$ cat config.mk
export PLATFORM = sky130hd
export DESIGN_NAME = gnsu_ctrl
export DESIGN_NICKNAME = d
export VERILOG_FILES = /design/src/rtl/gnsu_pkg.sv /design/src/rtl/gnsu_ctrl.sv
export SDC_FILE = /design/constraint.sdc
export NUM_CORES = 1
export LEC_CHECK = 0
export ABC_AREA = 0
export ABC_CLOCK_PERIOD_IN_PS = 1900
export BUFFER_PORTS_ARGS = -buffer_cell sky130_fd_sc_hd__buf_4
export CORE_MARGIN = 2
export CORE_UTILIZATION = 50
export CTS_CLUSTER_SIZE = 12
export DETAILED_ROUTE_END_ITERATION = 6
export PLACE_DENSITY = 0.85
export SETUP_SLACK_MARGIN = 0.4
export SYNTH_ARGS = -nofsm -noshare
export SYNTH_HDL_FRONTEND = slang
export SYNTH_SLANG_ARGS = --single-unit
$ cat constraint.sdc
create_clock -name clk -period 1.9 [get_ports clk]
set_input_delay 0.19 -clock clk [delete_from_list [all_inputs] [get_ports clk]]
set_output_delay 0.19 -clock clk [all_outputs]
set_load 0.1 [all_outputs]
$ cat src/rtl/gnsu_pkg.sv
// Shared types and constants of the GLIF neuron state update block.
// Micro-op codes, the controller command bundle, the datapath status bundle.
// No dependencies.
package gnsu_pkg;

  // Configuration register indexes.
  localparam logic [1:0] CFG_HARD_RESET = 2'd0;
  localparam logic [1:0] CFG_STEP_SIZE  = 2'd1;
  localparam logic [1:0] CFG_RESET_V    = 2'd2;

  // Input command codes.
  localparam logic CMD_STEP  = 1'b0;
  localparam logic CMD_WRITE = 1'b1;

  // Micro-ops of one neuron step, in issue order.
  typedef enum logic [4:0] {
    U_AC0, U_AC1,
    U_BSD, U_BS2, U_BR3, U_BRD, U_BRX, U_BPD, U_BPS,
    U_DECAY, U_HARD, U_RCOEF, U_ASF, U_RSUB, U_TREF,
    U_ADEC0, U_AAMP0, U_ADEC1, U_AAMP1
  } uop_t;

  typedef struct packed {
    logic       accept;  // input beat taken this cycle
    logic       start;   // clear accumulators before the first micro-op
    logic       run;     // micro-op sequence active
    uop_t       uop;
    logic [1:0] sub;     // 0: param address, 1: multiply, 2: accumulate
    logic [2:0] basis;
    logic       wb;      // write state back and load the output register
  } cmd_t;

  typedef struct packed {
    logic clear_done;
    logic in_ok;     // neuron index in range
    logic out_busy;  // output register full and not taken this cycle
  } stat_t;

  // Parameter word number used by a micro-op.
  function automatic logic [5:0] word_of(uop_t u, logic [2:0] k, int bases);
    logic [5:0] b4;
    logic [5:0] kb;
    logic [5:0] w;
    b4 = 6'(4 * bases);
    kb = {1'b0, k, 2'b00};
    case (u)
      U_AC0:   w = b4 + 6'd5;
      U_AC1:   w = b4 + 6'd6;
      U_BSD:   w = kb;
      U_BS2:   w = kb + 6'd2;
      U_BR3:   w = kb + 6'd3;
      U_BRD:   w = kb;
      U_BRX:   w = kb + 6'd1;
      U_BPD:   w = kb;
      U_DECAY: w = b4 + 6'd4;
      U_HARD:  w = b4 + 6'd4;
      U_RCOEF: w = b4 + 6'd7;
      U_ASF:   w = b4 + 6'd8;
      U_RSUB:  w = b4 + 6'd7;
      U_TREF:  w = b4 + 6'd9;
      U_ADEC0: w = b4;
      U_AAMP0: w = b4 + 6'd2;
      U_ADEC1: w = b4 + 6'd1;
      U_AAMP1: w = b4 + 6'd3;
      default: w = kb;
    endcase
    return w;
  endfunction

endpackage

$ cat src/rtl/gnsu_ctrl.sv
// Controller of the GLIF neuron state update: clear wait, accept, micro-op
// sequencing and write-back. Depends on gnsu_pkg.
module gnsu_ctrl
  import gnsu_pkg::*;
#(
  parameter int BASES = 4
) (
  input  logic  clk,
  input  logic  rst_n,
  input  logic  in_valid,
  input  logic  in_cmd,
  output logic  in_ready,
  input  stat_t stat,
  output cmd_t  cmd
);

  typedef enum logic [2:0] {S_CLEAR, S_IDLE, S_LOAD, S_RUN, S_WB} state_t;

  state_t     state_r;
  uop_t       uop_r;
  logic [1:0] sub_r;
  logic [2:0] basis_r;

  always_comb begin
    in_ready   = (state_r == S_IDLE);
    cmd.accept = in_valid && in_ready;
    cmd.start  = (state_r == S_LOAD);
    cmd.run    = (state_r == S_RUN);
    cmd.uop    = uop_r;
    cmd.sub    = sub_r;
    cmd.basis  = basis_r;
    cmd.wb     = (state_r == S_WB) && !stat.out_busy;
  end

  always_ff @(posedge clk) begin
    if (!rst_n) begin
      state_r <= S_CLEAR;
      uop_r   <= U_AC0;
      sub_r   <= 2'd0;
      basis_r <= 3'd0;
    end else begin
      case (state_r)
        S_CLEAR: begin
          if (stat.clear_done) state_r <= S_IDLE;
        end
        S_IDLE: begin
          if (cmd.accept && in_cmd == CMD_STEP && stat.in_ok) state_r <= S_LOAD;
        end
        S_LOAD: begin
          uop_r   <= U_AC0;
          sub_r   <= 2'd0;
          basis_r <= 3'd0;
          state_r <= S_RUN;
        end
        S_RUN: begin
          if (sub_r != 2'd2) begin
            sub_r <= sub_r + 2'd1;
          end else begin
            sub_r <= 2'd0;
            if (uop_r == U_BPS) begin
              if (basis_r == 3'(BASES - 1)) begin
                basis_r <= 3'd0;
                uop_r   <= U_DECAY;
              end else begin
                basis_r <= basis_r + 3'd1;
                uop_r   <= U_BSD;
              end
            end else if (uop_r == U_AAMP1) begin
              state_r <= S_WB;
            end else begin
              uop_r <= uop_t'(uop_r + 5'd1);
            end
          end
        end
        S_WB: begin
          if (cmd.wb) state_r <= S_IDLE;
        end
        default: state_r <= S_CLEAR;
      endcase
    end
  end

endmodule

==> flow_metrics.tcl <==
set metrics [dict create \
    outcome "complete, no violations" \
    core.rowCount 14 \
    die_y_um 44.6 \
    critical_path.slowest_cell "or4b_1" \
    max_cap_violations 0 \
    io_buffers 21 \
    synthDistinctLibCells 34 \
    floorplan.core_area_um2 1520 \
    yosys.cell_count.top_type "dfxtp_1" \
    fin_ws_ps 280 \
    timing.rr.start "uop_r[0]" \
    vdd_ir_drop_max_mv 0.996 \
    postRouteWirelength_um 2440 \
    tritoncts "yes" \
    cts-root-to-sink-buffers 2 \
    initial_utilization_pct 54.2 \
    dr_total_vias 863 \
    clk-insertion-delay-late_ps 270 \
    drt_pass1_iterations 4 \
    detail_route.drc_violations 0 \
    grt.overflow.total 0 \
    hold_end "basis_r[2]" \
    path_cells "inv_4, ha_4, and4bb_4, o22a_4, or4b_1, a21boi_1" \
    achievable-frequency_mhz 617 \
    timing.reg2reg.worst_path_depth 6 \
    hold_start "rst_n" \
    cp-end-kind "register" \
    postSynthNetCount 110 \
    relative_contribution_of_combinational_cells_to_total_power_pct 56.5 \
    fill_cells 96 \
    synthTopCellsByCount "dfxtp_1 (13), nand2_1 (10), nor2_1 (8)" \
    htree_num_levels 1 \
    dieWidth_um 44.6 \
    netSwitchingFraction_pct 47.8 \
    yosys.area.top_type_share_pct 31.5 \
    vias_per_cell 5.87 \
    post_synthesis_area_per_instance_um2 8.34 \
    setup_violations 0 \
    finalHoldWorstSlack_ps 259 \
    die-area_um2 1990 \
    timing.critical_path.max_delay_family "simple AND/OR/NAND/NOR gates" \
    rsz0062_at_grt "true" \
    pin_count 22 \
    initial_antenna_violation_count 0 \
    worstPathMaxFanout 2 \
    synthFlopType "dfxtp_1" \
    setup.reg_to_reg.worst_slack_ps 280 \
    power.clock.fraction_pct 13.9 \
    synthCells 99 \
    timing.final.max_slew_violations 0 \
    cellPowerDensity_nw_per_um2 990 \
    wire_length_of_the_first_global_routing_pass_um 3420 \
    netSwitchingPower_mw 0.595 \
    timing.critical_path.slowest_cell_delay_ps 460 \
    vias_in_the_first_global_route 793 \
    cp_data_arrival_time_ps 1820 \
    p_seq_share_pct 29.6 \
    cts_made_buffers 3 \
    dpl-instance-area_um2 1070 \
    tritoncts_num_sinks 13 \
    timing.rr.end "uop_r[3]" \
    largest_net_degree_at_the_start_of_global_routing 21 \
    synthTopCellsByArea "dfxtp_1 (32%), ha_1 (6.1%), mux2i_1 (4.8%)" \
    worst_hold_path.num_cells 2 \
    finalHoldViolations 0 \
    synth.ff_latch_count 13 \
    number_of_enable_flip_flop_cells_after_synthesis 0 \
    required_ps 2100 \
    dpl.hpwl_um 1420 \
    wl_per_cell_um 16.6 \
    holdBufCountCts 0 \
    ys_seq_area_share_pct 31.5 \
    p_leak_nw 0.536 \
    dr.first_iter.drc_count 27 \
    finalInstanceArea_um2 1260 \
    grt.total_usage_pct 23.8 \
    gpl.final_weighted_congestion 0.805 \
    class_of_the_most_critical_hold_timing_path "in -> reg" \
    final_net_count 143 \
    synth_top_area_cell "dfxtp_1" \
    place_worst_setup_slack_ps 211 \
    cell_internal_pwr_mw 0.650 \
    ys.warnings.count 0 \
    criticalPathCategory "reg -> reg" \
    asyncSetResetFlopFracSynth_pct 0 \
    cts-root-buf "clkbuf_4" \
    finClkSkew_ps 4.81 \
    worst-slew-pin-transition_ps 373 \
    timing.slew.headroom_pct 75.1 \
    antenna-diode-count 0 \
    critical_path.n_buffers_inverters 1 \
    layout_cell_share_with_drive_strength_beyond_1_pct 51.1 \
    clkTransAtPathRegs_ps 80 \
    area_growth_pct 52.3 \
    syn_area_um2 826 \
    detail-route-antenna-nets 0 \
    worstSetupStartpointType "register" \
    period_needed_ps 1620 \
    post-route-period-util_pct 85.2 \
]
[cells by family after synthesis]
| family | synth area share (%) |
|---|---|
| AO/OA/AOI/OAI | 16.2 |
| adder cells (fa/ha/maj) | 6.06 |
| buffers and inverters | 4.39 |
| flip-flops | 31.5 |
| multiplexers | 4.85 |
| AND/OR/NAND/NOR | 37.0 |
[flip-flops by register name (all words and copies together) (netlist names)]
name and cells:
uop_r 5, state_r 3, basis_r 3, sub_r 2
[area by class of cell]
class	count	area [µm²]	share of cell area (%)
well taps	16	20.0	1.59
inverters	4	21.3	1.69
clock buffers	4	26.3	2.09
flip-flops and latches	13	290	23.1
multi-input cells	77	621	49.4
repair buffers	33	279	22.2
[what timing repair did]
item | 4_1_cts | 5_1_grt
setup endpoints to repair | 10 | 14
pin swaps | 2 | 4
buffers inserted | 5 | 6
resized for setup | 14 | 8
[metal layers]
layer / vias to the layer above / share of wire (%) / global-route usage (%) / wire [µm]
li1: 416 / - / - / -
met1: 405 / 40 / 27.1 / 967
met2: 31 / 52 / 42.0 / 1260
met3: 11 / 5.3 / 4.08 / 130
met4: 0 / 3.2 / 12.1 / 77
met5: - / 0 / 0 / 0
[worst reg2reg max path, stage by stage (launching register included)]
cell	delay, ps
dfxtp_4	370
inv_4	40
ha_4	140
and4bb_4	200
o22a_4	210
or4b_1	460
a21boi_1	120
[metrics by stage]
| step | util (%) | TNS [ps] | power, mW | instances |
|---|---|---|---|---|
| 2_1_floorplan | - | -170 | 0.864 | 99 |
| 3_3_place_gp | 70.0 | 0 | 0.931 | 132 |
| 3_5_place_dp | 70.0 | 0 | 0.941 | 132 |
| 4_1_cts | 77.4 | 0 | 1.16 | 141 |
| 5_1_grt | 82.5 | 0 | 1.30 | 147 |
| 6_report | 82.5 | 0 | 1.24 | 147 |
[how the worst max path moves through the flow]
| stage | start | slack (ps) | end | cells after the start |
|---|---|---|---|---|
| 5_1_grt | uop_r[0] | 220 | uop_r[3] | 6 |
| 4_1_cts | uop_r[0] | 300 | uop_r[3] | 6 |
| 3_5_place_dp | state_r[1] | 210 | uop_r[3] | 4 |
| 3_3_place_gp | state_r[1] | 270 | uop_r[3] | 4 |
| 6_report | uop_r[0] | 280 | uop_r[3] | 6 |
| 2_1_floorplan | state_r[0] | -100 | cmd[13] | 3 |
[cell usage in the layout, fill, tap and decap left out, types with 3 or more instances in the layout]
cell type,instances
nand3_1,5
a21oi_1,4
nand2_1,9
nor2_1,6
nor2b_1,4
buf_6,3
nand3b_1,4
nand2b_1,3
dfxtp_2,6
mux2i_1,4
dfxtp_4,6
buf_4,28
clkbuf_4,3
[power by group through the flow]
| stage | Sequential, mW | Combinational [mW] | Clock, mW |
|---|---|---|---|
| after floorplan | 0.354 | 0.510 | 0 |
| after global placement | 0.367 | 0.564 | 0 |
| after detailed placement | 0.373 | 0.568 | 0 |
| after CTS | 0.376 | 0.606 | 0.176 |
| after global routing | 0.373 | 0.739 | 0.189 |
| final | 0.369 | 0.703 | 0.173 |
No activity file was read; power rests on OpenSTA's default activity.
